## config.mk

```make
export PLATFORM = sky130hd
export DESIGN_NAME = fdca_queue
export DESIGN_NICKNAME = d
export VERILOG_FILES = /design/src/rtl/fdca_pkg.sv /design/src/rtl/fdca_queue.sv
export SDC_FILE = /design/constraint.sdc
export NUM_CORES = 1
export LEC_CHECK = 0
export ABC_AREA = 1
export BUFFER_PORTS_ARGS = -buffer_cell sky130_fd_sc_hd__buf_2
export CORE_AREA = 4 4 41 43
export CTS_BUF_LIST = sky130_fd_sc_hd__clkbuf_16
export DETAILED_ROUTE_END_ITERATION = 10
export DIE_AREA = 0 0 45 47
export HOLD_SLACK_MARGIN = 0.12
export PLACE_DENSITY_LB_ADDON = 0.12
export RECOVER_POWER = 100
export REMOVE_ABC_BUFFERS = 1
export SLEW_MARGIN = 20
export SYNTH_ARGS = -nofsm -noshare
export SYNTH_HDL_FRONTEND = slang
export SYNTH_SLANG_ARGS = --single-unit
```

## constraint.sdc

```tcl
create_clock -name i_clk -period 1.1 [get_ports i_clk]
set_input_delay 0.165 -clock i_clk [delete_from_list [all_inputs] [get_ports i_clk]]
set_output_delay 0.165 -clock i_clk [all_outputs]
set_load 0.02 [all_outputs]
```

## src/rtl/fdca_pkg.sv

```systemverilog
// Package for the fractional-delay comb/allpass core.
// Holds the configuration register layout, register indexes and default sizes.
// No dependencies.
package fdca_pkg;

    localparam int DEF_STORE_DEPTH = 1024;
    localparam int DEF_SAMPLE_BITS = 16;
    localparam int QUEUE_DEPTH     = 2;

    localparam int DW_W        = 10;
    localparam int FRAC_W      = 16;
    localparam int GAIN_W      = 16;
    localparam int CFG_IDX_W   = 2;
    localparam int CFG_DATA_W  = 16;
    localparam int RECIP_SHIFT = 20;

    localparam logic [CFG_IDX_W-1:0] CFG_DELAY_WHOLE    = 2'd0;
    localparam logic [CFG_IDX_W-1:0] CFG_DELAY_FRACTION = 2'd1;
    localparam logic [CFG_IDX_W-1:0] CFG_FEEDBACK_GAIN  = 2'd2;
    localparam logic [CFG_IDX_W-1:0] CFG_FILTER_MODE    = 2'd3;

    localparam logic MODE_COMB    = 1'b0;
    localparam logic MODE_ALLPASS = 1'b1;

    typedef struct packed {
        logic [DW_W-1:0]          delay_whole;
        logic [FRAC_W-1:0]        delay_fraction;
        logic signed [GAIN_W-1:0] feedback_gain;
        logic                     filter_mode;
    } t_cfg;

endpackage

```

## src/rtl/fdca_queue.sv

```systemverilog
// Short first-in first-out queue between the front and back of the core.
// Uses fdca_pkg for its default depth.
module fdca_queue #(
    parameter int WIDTH = 1,
    parameter int DEPTH = fdca_pkg::QUEUE_DEPTH
) (
    input  logic             i_clk,
    input  logic             i_rst_n,
    input  logic             i_push,
    input  logic [WIDTH-1:0] i_data,
    output logic             o_full,
    input  logic             i_pop,
    output logic [WIDTH-1:0] o_data,
    output logic             o_empty
);
    localparam int PW = (DEPTH > 1) ? $clog2(DEPTH) : 1;
    localparam int CW = $clog2(DEPTH + 1);

    logic [WIDTH-1:0] r_mem [DEPTH];
    logic [PW-1:0]    r_rd;
    logic [PW-1:0]    r_wr;
    logic [CW-1:0]    r_count;
    logic             do_push;
    logic             do_pop;

    assign o_full  = (r_count == CW'(DEPTH));
    assign o_empty = (r_count == '0);
    assign do_push = i_push && !o_full;
    assign do_pop  = i_pop && !o_empty;
    assign o_data  = r_mem[r_rd];

    always_ff @(posedge i_clk) begin
        if (!i_rst_n) begin
            r_rd    <= '0;
            r_wr    <= '0;
            r_count <= '0;
        end else begin
            if (do_push) begin
                r_wr <= (r_wr == PW'(DEPTH - 1)) ? '0 : r_wr + 1'b1;
            end
            if (do_pop) begin
                r_rd <= (r_rd == PW'(DEPTH - 1)) ? '0 : r_rd + 1'b1;
            end
            if (do_push && !do_pop) begin
                r_count <= r_count + 1'b1;
            end else if (do_pop && !do_push) begin
                r_count <= r_count - 1'b1;
            end
        end
    end

    always_ff @(posedge i_clk) begin
        if (do_push) begin
            r_mem[r_wr] <= i_data;
        end
    end

endmodule

```

==> results.sh <==
export IMPL_fmax_mhz=818
export IMPL_grt_overflow_total=0
export IMPL_boundaryPins=8
export IMPL_clk_pin_slew_ns=0.04
export IMPL_drv_cap=0
export IMPL_whs_path_depth=3
export IMPL_dieArea_um2=2120
export IMPL_cp_end_kind="flip-flop"
export IMPL_clkSinkCount=7
export IMPL_path_max_fanout=3
export IMPL_required_ns=1.22
export IMPL_min_period_ns=1.22
export IMPL_synth_top_cell_area_share_pct=31.4
export IMPL_period_share_pct=111
export IMPL_p_int_mw=1.21
export IMPL_timing_rr_start="r_count[1]$_SDFFE_PN0P_"
export IMPL_synth_seq_cells=7
export IMPL_hold_violations=0
export IMPL_dr_first_iter_drc_count=3
export IMPL_yosysWarnings=0
export IMPL_violations="negative setup slack"
export IMPL_cts_buffers=3
export IMPL_die_w_um=45
export IMPL_hp_class="input port to flip-flop"
export IMPL_nets=67
export IMPL_finalSetupViolations=4
export IMPL_dp_slack_ns=-0.243
export IMPL_worstHoldStart="i_rst_n"
export IMPL_coreArea_um2=1300
export IMPL_initial_core_util_pct=24.5
export IMPL_cts_root_buffer="clkbuf_16"
export IMPL_relSlewSlack_pct=90.0
export IMPL_placedCellCount=68
export IMPL_gp_congestion=0.726
export IMPL_grt_max_degree=5
export IMPL_outcome="finished with violations"
export IMPL_peakVddDrop_v=0.00128
export IMPL_area_growth_pct=84.3
export IMPL_cts_tree="built"
export IMPL_grt_usage_pct=8.17
export IMPL_power_frac_comb_pct=41.5
export IMPL_antenna_found_initial=0
export IMPL_ant_nets=0
export IMPL_first_global_vias=285
export IMPL_worst_slack_ns=-0.122
export IMPL_min_to="r_count[0]$_SDFFE_PN0P_"
export IMPL_r2r_setup_slack_ns=-0.12
export IMPL_seq_area_frac_synth_pct=50.2
export IMPL_h_tree_depth=1
export IMPL_p_per_area_nw_per_um2=3060
export IMPL_die_h_um=47
export IMPL_ys_types=14
export IMPL_top_layer="met4"
export IMPL_rows=13
export IMPL_timing_worst_slew_pin_value_ns=0.149
export IMPL_synth_area_leaders="dfxtp_1 31%, edfxtp_1 19%, nor2_1 12%, inv_1 9.4%, nand2_1 7.1%"
export IMPL_drt_wirelength_per_cell_um=9.16
export IMPL_wl_um=687
export IMPL_drc=0
export IMPL_viasPerCell=4.09
export IMPL_insertion_delay_ns=0.23
export IMPL_dp_hpwl_um=466
export IMPL_drive_gt1_share_pct=56.7
export IMPL_worst_setup_path_start_kind="flip-flop"
export IMPL_critPathLaunch="r_count[1]$_SDFFE_PN0P_"
export IMPL_met1_length_um=295
export IMPL_share_seq_of_total_power_pct=24.9
export IMPL_reg2reg_to="r_count[0]$_SDFFE_PN0P_"
export IMPL_skew_ns=0.00127
export IMPL_syn_instance_count=41
export IMPL_syn_area_um2=319
export IMPL_swShare_pct=32.9
export IMPL_clockBufferDepth=2
export IMPL_pwr_share_clk_pct=33.6
export IMPL_synth_top_area_cell="dfxtp_1"
export IMPL_p_switching_mw=0.591
export IMPL_numPortBuffers=7
export IMPL_p_leak_nw=0.276
export IMPL_fin_cells=75
export IMPL_rsz0062_at_grt="yes"
export IMPL_met3_length_um=37
export IMPL_antennaDiodeCount=0
export IMPL_routed_wl_met2_um=335
export IMPL_syn_area_per_cell_um2=7.78
export IMPL_drv_slew=0
export IMPL_grt_pass1_wl_um=1080
export IMPL_cp_arrival_ns=1.34
export IMPL_dr_pass1_iters=2
export IMPL_reg2regPathDepth=7
export IMPL_critical_path_class="flip-flop to flip-flop"
export IMPL_dr_total_vias=307
power by group through the flow:
| stage | combinational [mW] | clock, mW | sequential (mW) |
|---|---|---|---|
| final | 0.746 | 0.605 | 0.448 |
| after detailed placement | 0.525 | 0 | 0.395 |
| after floorplan | 0.329 | 0 | 0.389 |
| after global routing | 0.826 | 0.636 | 0.457 |
| after global placement | 0.525 | 0 | 0.397 |
| after CTS | 0.631 | 0.622 | 0.407 |
repair_timing:
action | in CTS | in global routing
cloned | 0 | 0
endpoints found under the setup margin | 4 | 6
resized for setup | 12 | 13
pin swaps | 6 | 7
endpoints found under the hold margin | 1 | 0
hold buffers | 1 | 0
setup buffers | 1 | 1
cell usage in the layout (no fill, tap or decap), types with 2 or more instances in the layout:
master and n:
buf_2 5, inv_1 5, buf_6 2, nor2_1 8, inv_2 4, clkbuf_16 3, nor2_4 2, edfxtp_1 2
buf_4 7, dfxtp_1 2, dfxtp_4 2, nand2_1 5
through the flow:
| stage | utilization, % | total power [mW] | area (um2) | hold slack (ns) | TNS, ns |
|---|---|---|---|---|---|
| after floorplan | - | 0.718 | 319 | 0.264 | -0.609 |
| after global placement | 31.5 | 0.922 | 410 | 0.358 | -0.417 |
| after detailed placement | 31.5 | 0.920 | 410 | 0.359 | -0.425 |
| after CTS | 41.5 | 1.66 | 541 | 0.194 | -0.303 |
| after global routing | 45.2 | 1.92 | 588 | 0.198 | -0.514 |
| final | 45.2 | 1.80 | 588 | 0.193 | -0.283 |
cell usage after synthesis, drive strengths merged:
| cell | n |
|---|---|
| a21oi | 1 |
| mux2 | 1 |
| nand2 | 6 |
| dfxtp | 5 |
| inv | 9 |
| ha | 1 |
| edfxtp | 2 |
| nand4 | 1 |
| o21ai | 3 |
| nor2 | 11 |
| nand3 | 1 |
how the worst max path moves through the flow:
stage,end,slack [ns],depth (start not counted)
3_3_place_gp,r_count[1]$_SDFFE_PN0P_,-0.24,9
3_5_place_dp,r_count[1]$_SDFFE_PN0P_,-0.24,9
4_1_cts,r_count[1]$_SDFFE_PN0P_,-0.13,8
6_report,r_count[0]$_SDFFE_PN0P_,-0.12,7
5_1_grt,r_count[1]$_SDFFE_PN0P_,-0.18,9
2_1_floorplan,r_count[1]$_SDFFE_PN0P_,-0.32,9
cell type report:
class	count	area [um2]
Fill cell	145	713
Multi-Input combinational cell	25	175
Sequential cell	7	169
Timing Repair Buffer	15	110
Clock buffer	3	75.1
Inverter	9	36.3
Tap cell	15	18.8
Clock inverter	1	3.75
worst max-delay path: stages (launching register included):
cell     delay (ns)
dfxtp_4        0.37
inv_4          0.04
o21ai_4        0.13
inv_2          0.07
ha_4           0.22
buf_4          0.13
o21ai_2        0.10
a21oi_1        0.05
cells by family after synthesis:
| family | after synthesis | synth area share, % |
|---|---|---|
| compound gates | 4 | 7.45 |
| fa+ha+maj | 1 | 3.92 |
| buf+inv | 9 | 10.6 |
| flops | 7 | 50.2 |
| mux | 1 | 3.53 |
| simple gates | 19 | 24.3 |
layer usage:
layer,GRT usage [%],up-vias
met4,8.77,0
li1,-,166
met5,0,-
met2,12.1,7
met3,4.60,2
met1,7.60,132
Note: power is estimated with default switching activity, not from simulation.
