===== src/rtl/fdca_pkg.sv =====
// Package for the fractional-delay comb/allpass core.
// Holds the configuration register layout, register indexes and default sizes.
// No dependencies.
package fdca_pkg;

    localparam int DEF_STORE_DEPTH = 1024;
    localparam int DEF_SAMPLE_BITS = 16;
    localparam int QUEUE_DEPTH     = 2;

    localparam int DW_W        = 10;
    localparam int FRAC_W      = 16;
    localparam int GAIN_W      = 16;
    localparam int CFG_IDX_W   = 2;
    localparam int CFG_DATA_W  = 16;
    localparam int RECIP_SHIFT = 20;

    localparam logic [CFG_IDX_W-1:0] CFG_DELAY_WHOLE    = 2'd0;
    localparam logic [CFG_IDX_W-1:0] CFG_DELAY_FRACTION = 2'd1;
    localparam logic [CFG_IDX_W-1:0] CFG_FEEDBACK_GAIN  = 2'd2;
    localparam logic [CFG_IDX_W-1:0] CFG_FILTER_MODE    = 2'd3;

    localparam logic MODE_COMB    = 1'b0;
    localparam logic MODE_ALLPASS = 1'b1;

    typedef struct packed {
        logic [DW_W-1:0]          delay_whole;
        logic [FRAC_W-1:0]        delay_fraction;
        logic signed [GAIN_W-1:0] feedback_gain;
        logic                     filter_mode;
    } t_cfg;

endpackage


===== src/rtl/fdca_front.sv =====
// Front end of the fractional-delay core: accepts samples, numbers them with
// the write pointer and works out both tap addresses. Uses fdca_pkg.
module fdca_front #(
    parameter int STORE_DEPTH = fdca_pkg::DEF_STORE_DEPTH,
    parameter int SAMPLE_BITS = fdca_pkg::DEF_SAMPLE_BITS
) (
    input  logic                                               i_clk,
    input  logic                                               i_rst_n,
    input  fdca_pkg::t_cfg                                     i_cfg,
    input  logic                                               i_push,
    input  logic signed [SAMPLE_BITS-1:0]                      i_sample,
    output logic                                               o_full,
    output logic                                               o_job_push,
    output logic [SAMPLE_BITS+3*$clog2(STORE_DEPTH)-1:0]       o_job,
    input  logic                                               i_job_full
);
    import fdca_pkg::*;

    localparam int AW     = $clog2(STORE_DEPTH);
    localparam int RECIP  = (1 << RECIP_SHIFT) / STORE_DEPTH;
    localparam int PROD_W = DW_W + RECIP_SHIFT;
    localparam int QN_W   = DW_W + AW + 1;
    localparam int RW     = (AW > DW_W) ? AW + 1 : DW_W + 1;

    logic                          r_a_valid;
    logic signed [SAMPLE_BITS-1:0] r_a_x;
    logic [DW_W-1:0]               r_a_dw;
    logic [DW_W-1:0]               r_a_q;
    logic [AW-1:0]                 r_a_wp;
    logic [AW-1:0]                 r_wp;

    logic              accept;
    logic [PROD_W-1:0] q_prod;
    logic [QN_W-1:0]   qn;
    logic [RW-1:0]     rem;
    logic [RW-1:0]     rem_fix;
    logic [AW-1:0]     d0;
    logic [AW:0]       diff;
    logic [AW-1:0]     ia;
    logic [AW-1:0]     ib;

    assign o_full     = r_a_valid && i_job_full;
    assign accept     = i_push && !o_full;
    assign o_job_push = r_a_valid && !i_job_full;

    // Quotient estimate by reciprocal; it is exact or one short.
    assign q_prod = PROD_W'(i_cfg.delay_whole) * PROD_W'(RECIP);

    always_comb begin
        qn      = QN_W'(r_a_q) * QN_W'(STORE_DEPTH);
        rem     = RW'(r_a_dw) - qn[RW-1:0];
        rem_fix = (rem >= RW'(STORE_DEPTH)) ? rem - RW'(STORE_DEPTH) : rem;
        d0      = rem_fix[AW-1:0];
        diff    = {1'b0, r_a_wp} - {1'b0, d0};
        if (diff[AW]) begin
            ia = AW'(diff + (AW+1)'(STORE_DEPTH));
        end else begin
            ia = diff[AW-1:0];
        end
        ib = (ia == '0) ? AW'(STORE_DEPTH - 1) : ia - 1'b1;
    end

    assign o_job = {r_a_x, ia, ib, r_a_wp};

    always_ff @(posedge i_clk) begin
        if (!i_rst_n) begin
            r_a_valid <= 1'b0;
            r_wp      <= '0;
        end else begin
            if (accept) begin
                r_a_valid <= 1'b1;
                r_wp      <= (r_wp == AW'(STORE_DEPTH - 1)) ? '0 : r_wp + 1'b1;
            end else if (o_job_push) begin
                r_a_valid <= 1'b0;
            end
        end
    end

    always_ff @(posedge i_clk) begin
        if (accept) begin
            r_a_x  <= i_sample;
            r_a_dw <= i_cfg.delay_whole;
            r_a_q  <= q_prod[PROD_W-1:RECIP_SHIFT];
            r_a_wp <= r_wp;
        end
    end

endmodule


===== config.mk =====
export PLATFORM = sky130hd
export DESIGN_NAME = fdca_front
export DESIGN_NICKNAME = d
export VERILOG_FILES = /design/src/rtl/fdca_pkg.sv /design/src/rtl/fdca_front.sv
export SDC_FILE = /design/constraint.sdc
export NUM_CORES = 1
export LEC_CHECK = 0
export BUFFER_PORTS_ARGS = -buffer_cell sky130_fd_sc_hd__buf_2
export CAP_MARGIN = 20
export CELL_PAD_IN_SITES_DETAIL_PLACEMENT = 0
export CELL_PAD_IN_SITES_GLOBAL_PLACEMENT = 2
export CORE_MARGIN = 8
export CORE_UTILIZATION = 30
export DETAILED_ROUTE_END_ITERATION = 10
export PLACE_DENSITY = 0.89
export SLEW_MARGIN = 20
export SYNTH_ARGS = -nofsm -noshare
export SYNTH_HDL_FRONTEND = slang
export SYNTH_SLANG_ARGS = --single-unit

===== constraint.sdc =====
create_clock -name i_clk -period 5.3 [get_ports i_clk]
set_input_delay 0.795 -clock i_clk [delete_from_list [all_inputs] [get_ports i_clk]]
set_output_delay 0.795 -clock i_clk [all_outputs]
set_load 0.1 [all_outputs]

==> impl_metrics.tcl, run 1 <==
set metrics [dict create \
    grt_pass1_wl_mm 8.16 \
    drv_slew 0 \
    antenna_found_initial 0 \
    ios 111 \
    synthAdderAreaFrac_pct 7.22 \
    core_region_area_um2 7690 \
    hold_depth 0 \
    synthTopCellsByCount "edfxtp_1 (36), inv_1 (15), xnor2_1 (15)" \
    synth_compound_area_share_pct 12.1 \
    fin_cells 382 \
    p_leak_nw 1.27 \
    synth_seq_cells 47 \
    nFillCells 776 \
    avgRoutedWirePerCell_um 13.1 \
    ctsResizeCount 0 \
    holdBufCountCts 0 \
    syn_inst 196 \
    crit_type "flip-flop to primary output" \
    drv_cap 0 \
    synth_ff_type "edfxtp_1" \
    dieArea_um2 10900 \
    synth_mux_area_share_pct 0.850 \
    drtAntennaViolNets 0 \
    cts_max_level 2 \
    yosys.area.top_type "edfxtp_1" \
    clk_latency_ns 0.29 \
    wl_mm 4.99 \
    r2r_cells 7 \
    synth_warnings 0 \
    start_util_pct 30.6 \
    r2r-end "r_wp[5]$_SDFFE_PN0P_" \
    drive_gt1_share_pct 35.0 \
    postCtsSetupBuffers 0 \
    synth_top_area_share_pct 45.9 \
    required_ns 4.51 \
    synth.most_common_cell "edfxtp_1" \
    finalHoldViolations 0 \
    finClkSkew_ns 0.00501 \
    slew_headroom_pct 51.9 \
    cts_sinks 47 \
    via_per_inst 4.47 \
    synth_fp_nets 272 \
    synth_xor_area_share_pct 7.81 \
    grt_usage_pct 8.88 \
    nNetsFinal 355 \
    outcome "complete, no violations" \
    placed_cell_area_um2 2910 \
    rows 32 \
    holdCritPathClass "flip-flop to flip-flop" \
    grt_pass1_vias 1744 \
    overflow 0 \
    cp-start-kind "flip-flop" \
    cts_tree "built" \
    dp_slack_ns 1.48 \
    clockBufferDepth 2 \
    gp_congestion 0.736 \
    area_growth_syn_to_layout_pct 27.8 \
    min_period_ns 4.11 \
    cts_buffers 5 \
    yosys-top-cells-area "edfxtp_1 (46%), dfxtp_1 (9.3%), ha_1 (6.4%)" \
    dp.cells 374 \
    vias 1708 \
    synthArstFlopShare_pct 0 \
    power.density_nw_per_um2 414 \
    stdcell_area_um2 3010 \
    yosys.area_share.simple_pct 13.5 \
    io_buffers 77 \
    fmax_ghz 0.243 \
    n_antenna_cell 0 \
    min_from "r_wp[7]$_SDFFE_PN0P_" \
    post-dp-hpwl_mm 4.06 \
    regToRegStartpoint "r_a_valid$_SDFFE_PN0P_" \
    die_h_um 105 \
    clk_pin_slew_ns 0.08 \
    post-route-period-util_pct 77.6 \
    ys_seq_area_share_pct 55.2 \
    die_x_um 105 \
    ir_drop_mv 0.261 \
    p_total_w 0.00125 \
    synth_area_um2 2360 \
    endpoint_kind "primary output" \
    finalSetupViolCount 0 \
    synth_cell_types 48 \
    r2r_slack_ns 3.44 \
    tightest_slew_ns 0.717 \
    crit_arrival_ns 3.32 \
    drc_errors 0 \
    crit_fanout 4 \
    hold_end "r_a_wp[7]$_DFFE_PP_" \
    fin_ws_ns 1.19 \
    drt-initial-drc-count 33 \
    fin_hold_ws_ns 0.480 \
    first_pass_iters 4 \
    grt_setup_unrepaired "no" \
    cts-root-buf "clkbuf_8" \
    synth_top_family_by_area "simple AND/OR/NAND/NOR gates" \
    grt_start_max_net_pins 43 \
    synth-edff-count 36 \
    syn_avg_cell_area_um2 12.0 \
]
## state kept, by name, summed over array words and instances (netlist names)
name	cells
r_wp	10
r_a_x	16
r_a_dw	10
r_a_wp	10
r_a_valid	1
## power breakdown
part / leakage (nW) / internal, W / total (W) / switching, W
clock: 0.0524 / 0.000141 / 0.000247 / 0.000106
combinational: 0.779 / 0.000102 / 0.000575 / 0.000473
sequential: 0.441 / 0.000417 / 0.000426 / 0.00000847
## metal layers
layer	vias to the layer above	track usage (%)	part of all wire, %
li1	877	-	-
met1	779	9.75	44
met2	50	15.6	48
met3	2	3.69	8.1
met4	0	2.14	0.52
met5	-	0	0
## layout by cell type (no fill, tap or decap), drive strengths merged, types with 7 or more instances in the layout
cell type / count
nor2: 14
buf: 78
inv: 15
o21ai: 10
xnor2: 15
clkbuf: 7
ha: 12
edfxtp: 36
dfxtp: 11
nand2: 9
## how the worst max path moves through the flow
stage                             start   endpoint  slack [ns]
global route        r_a_wp[0]$_DFFE_PP_  o_job[15]        0.84
global placement    r_a_wp[0]$_DFFE_PP_  o_job[19]        1.48
detailed placement  r_a_wp[0]$_DFFE_PP_  o_job[15]        1.48
finish              r_a_wp[0]$_DFFE_PP_  o_job[19]        1.19
CTS                 r_a_wp[0]$_DFFE_PP_  o_job[19]        1.15
floorplan           r_a_wp[4]$_DFFE_PP_  o_job[17]       -0.05
## worst max-delay path, stage by stage (launching register included)
cell	delay [ns]
edfxtp_1	0.40
inv_1	0.08
ha_1	0.17
inv_1	0.06
fa_1	0.39
a21o_1	0.23
a221oi_2	0.30
xnor2_2	0.15
or3_4	0.40
nor4_2	0.23
o32a_1	0.20
buf_2	0.42
## per-stage QoR
step / TNS, ns / utilization, %
2_1_floorplan: -0.0543 / -
3_3_place_gp: 0 / 37.8
3_5_place_dp: 0 / 37.8
4_1_cts: 0 / 39.2
5_1_grt: 0 / 39.2
6_report: 0 / 39.2
## final cells by class
type / count / area [um^2] / area share, %
Multi-Input combinational cell: 132 / 1030 / 34.1
Inverter: 15 / 56.3 / 1.87
Clock buffer: 7 / 76.3 / 2.53
Tap cell: 102 / 128 / 4.24
Clock inverter: 1 / 30.0 / 0.997
Timing Repair Buffer: 78 / 393 / 13.0
Sequential cell: 47 / 1300 / 43.2
## cell families (layout without fill, tap and decap cells)
kind of cell | Yosys count | count (layout)
and+or+nand+nor | 58 | 58
AOI/OAI and AO/OA | 38 | 38
muxes | 2 | 2
buffers and inverters | 17 | 101
xor gates and xnor gates | 21 | 21
DFF | 47 | 47
adders and majority gates | 13 | 13
(Power assumes the default switching activity.)
==> inputs of run 2 (changes only) <==
Settings changed: CORE_UTILIZATION 30 to 28, PLACE_DENSITY 0.89 to 0.85.
Clock period 5.3 ns to 4.1 ns, I/O delays scaled along.
==> run 2 against run 1 <==
- worst hold slack better by 0.0027 ns
- non-clock buffer count is 3 higher
- sequential power is 29% higher
- critical path depth stayed put
- combinational power is 40% higher
- register-to-register slack worse by 1.1 ns
- utilization is 0.58 points higher
- power is 35% higher
- first-iteration DRC count is 9.1% lower
- count of clock-buffer cells in the layout is 2 lower
- flip-flop and latch count stayed put
==> impl_metrics.tcl, run 2 (synthesis gave the netlist of run 1 again) <==
set metrics [dict create \
    layout_common_cells "buf_2 (75), edfxtp_1 (36), inv_1 (14)" \
    ir_drop_mv 0.191 \
    die_h_um 108 \
    slowest_delay_ns 0.39 \
    crit_arrival_ns 3.24 \
    holdBufCountCts 0 \
    grt_setup_unrepaired "no" \
    crit_fanout 4 \
    cts_buffers 5 \
    cp_num_buf_inv 3 \
    finalHoldViolations 0 \
    antenna_found_initial 0 \
    clk_pin_slew_ns 0.09 \
    fin_cells 388 \
    wl_mm 5.29 \
    ios 111 \
    holdCritPathClass "flip-flop to flip-flop" \
    critical-path-slowest-cell "or3_4" \
    placed_cell_area_um2 3130 \
    fin_tns_setup_ns 0 \
    grt_usage_pct 9.43 \
    layout_commonest_cell "buf_2" \
    outcome "complete, no violations" \
    min_period_ns 3.86 \
    slew_headroom_pct 63.7 \
    dp.cells 380 \
    cts_tree "built" \
    area_growth_syn_to_layout_pct 38.0 \
    first_pass_iters 4 \
    crit_chain "inv_1 > ha_1 > inv_1 > fa_2 > a21o_1 > a221oi_4 > xnor2_4 > or3_4 > o31ai_1 > o31ai_4 > buf_2" \
    drv_slew 0 \
    cts_max_level 2 \
    grt_pass1_wl_mm 8.78 \
    required_ns 3.48 \
    drc_errors 0 \
    tightest_slew_ns 0.543 \
    dieArea_um2 11600 \
    clk_latency_ns 0.30 \
    vias 1739 \
    finalSetupViolCount 0 \
    post-dp-hpwl_mm 4.39 \
    power.density_nw_per_um2 520 \
    cp-start-kind "flip-flop" \
    stdcell_area_um2 3250 \
    drv_cap 0 \
    nFillCells 794 \
    overflow 0 \
    fmax_ghz 0.259 \
    core_region_area_um2 8180 \
    drive_gt1_share_pct 43.5 \
    p_leak_nw 1.32 \
    io_buffers 77 \
    start_util_pct 28.8 \
    grt_start_max_net_pins 28 \
    endpoint_kind "primary output" \
    fin_hold_ws_ns 0.483 \
    grt_pass1_vias 1813 \
    n_antenna_cell 0 \
    regMostFlops "r_a_x" \
    rows 33 \
    finClkSkew_ns 0.00701 \
    cts-root-buf "clkbuf_8" \
    crit_type "flip-flop to primary output" \
    avgRoutedWirePerCell_um 13.6 \
    post-route-period-util_pct 94.0 \
    nNetsFinal 358 \
    cts_sinks 47 \
    drt-initial-drc-count 30 \
    drtAntennaViolNets 0 \
    largest_reg_flops 16 \
    gp_congestion 0.723 \
    crit_top_cell "inv_1" \
    via_per_inst 4.48 \
    cp_top_family "compound AO/OA/AOI/OAI gates" \
    clockBufferDepth 2 \
    die_x_um 108 \
]
-- run 2: cell type report --
type | instances | area [um^2] | share of cell area, %
clock buffer | 5 | 68.8 | 2.12
clock inverter | 3 | 42.5 | 1.31
inverter | 15 | 56.3 | 1.73
multi-input combinational | 132 | 1230 | 37.8
sequential | 47 | 1300 | 40.0
tap | 105 | 131 | 4.04
timing repair buffer | 81 | 420 | 12.9
-- run 2: metrics by stage --
| step | setup slack [ns] | total power [W] | util, % |
|---|---|---|---|
| global route | 0.000183 | 0.00176 | 39.8 |
| CTS | 0.131 | 0.00171 | 39.7 |
| floorplan | -0.424 | 0.00126 | - |
| detailed placement | 0.464 | 0.00137 | 38.3 |
| global placement | 0.489 | 0.00137 | 38.3 |
| finish | 0.244 | 0.00169 | 39.8 |
-- run 2: power breakdown --
group          internal, W  total (W)  switching [W]
sequential        0.000539   0.000550      0.0000115
combinational     0.000166   0.000805       0.000639
clock             0.000182   0.000334       0.000152
total             0.000887    0.00169       0.000803
-- run 2: metal layers --
| metal | global-route usage (%) | share of wire [%] | wire length, um | vias up |
|---|---|---|---|---|
| met5 | 0 | 0 | 0 | - |
| met4 | 4.16 | 1.5 | 81 | 0 |
| met3 | 1.86 | 5.6 | 298 | 5 |
| met2 | 17.2 | 53 | 2800 | 48 |
| met1 | 10.2 | 40 | 2120 | 801 |
| li1 | - | - | - | 885 |
-- run 2: final timing paths --
check	start	end	slack [ns]	cells after the start
hold / removal	r_wp[4]$_SDFFE_PN0P_	r_a_wp[4]$_DFFE_PP_	0.48	0
hold reg to reg	r_wp[4]$_SDFFE_PN0P_	r_a_wp[4]$_DFFE_PP_	0.48	0
setup / recovery	r_a_wp[0]$_DFFE_PP_	o_job[18]	0.24	11
setup reg to reg	r_a_valid$_SDFFE_PN0P_	r_wp[7]$_SDFFE_PN0P_	2.33	6
-- run 2: what timing repair did --
action / in CTS / in global routing
hold endpoints to repair: 0 / 0
buffers inserted: 0 / 0
endpoints found under the setup margin: 0 / 2
gates resized for setup: 0 / 2
==> inputs of run 3 (changes only) <==
Settings changed: CORE_ASPECT_RATIO set to 2.
==> run 3 against run 2 <==
- cell count decreased by 1.5%
- register-to-register slack barely moved
- global-route usage grew 0.42 points
- combinational power about the same
- via count increased by 0.46%
- sequential power is essentially flat
- utilization is essentially flat
- critical path depth rose by 1
- non-clock buffer count stayed put
- design area rose by 0.65%
- setup slack worse by 0.0061 ns
- critical path type unchanged
- critical endpoint is now o_job[11]
- largest cell class unchanged
- largest power group unchanged
- highest routed layer unchanged
==> impl_metrics.tcl, run 3 (synthesis gave the netlist of run 1 again) <==
set metrics [dict create \
    drt-initial-drc-count 30 \
    grt_start_max_net_pins 28 \
    holdCritPathClass "flip-flop to flip-flop" \
    slew_headroom_pct 65.6 \
    holdBufCountCts 0 \
    fin_tns_setup_ns 0 \
    vias 1747 \
    required_ns 3.48 \
    ir_drop_mv 0.334 \
    crit_type "flip-flop to primary output" \
    routed.top_layer "met4" \
    nNetsFinal 358 \
    regMostFlops "r_a_x" \
    first_pass_iters 3 \
    overflow 0 \
    routed-wl-met2_mm 3.41 \
    start_util_pct 28.6 \
    drv_cap 0 \
    crit_fanout 7 \
    grt_usage_pct 9.85 \
    io_buffers 77 \
    finClkSkew_ns 0.00465 \
    drv_slew 0 \
    cts_sinks 47 \
    die_x_um 80.9 \
    nFillCells 827 \
    finalHoldViolations 0 \
    post-route-period-util_pct 94.2 \
    largest_reg_flops 16 \
    utilization_pct 39.7 \
    power.density_nw_per_um2 531 \
    wl_met1_mm 1.83 \
    gp_congestion 0.729 \
    avgRoutedWirePerCell_um 14.8 \
    antenna_found_initial 1 \
    cts_tree "built" \
    hold_depth 0 \
    drc_errors 0 \
    core_region_area_um2 8230 \
    min_period_ns 3.86 \
    p_total_w 0.00174 \
    outcome "complete, no violations" \
    drtAntennaViolNets 0 \
    drive_gt1_share_pct 43.1 \
    p_leak_nw 1.33 \
    die_h_um 146 \
    tightest_slew_ns 0.520 \
    finalSetupViolCount 0 \
    via_per_inst 4.57 \
    crit_arrival_ns 3.25 \
    fin_hold_ws_ns 0.484 \
    fmax_ghz 0.259 \
    cts-root-buf "clkbuf_16" \
    layout_common_cells "buf_2 (76), edfxtp_1 (36), inv_1 (14)" \
    area_growth_syn_to_layout_pct 38.9 \
    cp-start-kind "flip-flop" \
    grt_pass1_vias 1822 \
    wl_met3_um 266 \
    wl_mm 5.66 \
    ios 111 \
    rows 47 \
    clockBufferDepth 2 \
    endpoint_kind "primary output" \
    clk_latency_ns 0.28 \
    post-dp-hpwl_mm 4.65 \
    clk_pin_slew_ns 0.06 \
    r2r_cells 6 \
    grt_pass1_wl_mm 8.98 \
    layout_commonest_cell "buf_2" \
    cts_buffers 5 \
    cts_max_level 2 \
    grt_setup_unrepaired "no" \
    dieArea_um2 11800 \
]
run 3: cell types whose count changed in the layout (fill, tap and decap cells not counted), sizes merged:
| cell | previous run | this run |
|---|---|---|
| buf | 79 | 80 |
| diode | 0 | 1 |
| inv | 16 | 15 |
| clkinv | 1 | 2 |
| bufinv | 1 | 0 |
run 3: worst max-delay path: stages (launching register included):
cell and delay [ns]:
edfxtp_1 0.38, inv_1 0.07, ha_1 0.19, inv_1 0.07
fa_2 0.35, a21o_1 0.23, a21oi_2 0.27, xnor2_4 0.14
nor3_2 0.27, nand2b_1 0.18, buf_4 0.24, o21ai_2 0.14
buf_2 0.44
run 3: final timing paths:
check | start | endpoint | slack (ns)
min | r_wp[7]$_SDFFE_PN0P_ | r_a_wp[7]$_DFFE_PP_ | 0.48
max | r_a_wp[0]$_DFFE_PP_ | o_job[11] | 0.24
max reg2reg | r_a_valid$_SDFFE_PN0P_ | r_wp[5]$_SDFFE_PN0P_ | 2.34
min reg2reg | r_wp[7]$_SDFFE_PN0P_ | r_a_wp[7]$_DFFE_PP_ | 0.48
run 3: cell type report:
class / count / area, um^2 / area share, %
clock buffer: 6 / 129 / 3.94
antenna: 1 / 2.50 / 0.0765
timing repair buffer: 81 / 418 / 12.8
sequential: 47 / 1300 / 39.8
multi-input combinational: 132 / 1230 / 37.6
inverter: 15 / 56.3 / 1.72
clock inverter: 2 / 12.5 / 0.382
tap: 98 / 123 / 3.75
run 3: layer usage:
metal / global-route usage, % / vias to the layer above
li1: - / 883
met1: 8.46 / 818
met3: 2.04 / 10
met4: 5.41 / 0
met2: 19.3 / 36
met5: 0 / -
run 3: timing repair:
action	4_1_cts	5_1_grt
setup endpoints to repair	0	1
gates resized for setup	0	1
setup buffers	0	0
run 3: through the flow:
stage               instance area, um^2  cells  setup WS [ns]
finish                             3270    382          0.238
global placement                   3130    373          0.488
floorplan                          2600    196         -0.424
CTS                                3270    381          0.125
detailed placement                 3130    373          0.431
global route                       3270    382         0.0502
run 3: where the power goes:
part | internal [W] | switching (W) | total, W
logic | 0.000165 | 0.000640 | 0.000805
clock network | 0.000225 | 0.000157 | 0.000381
registers | 0.000540 | 0.0000109 | 0.000551
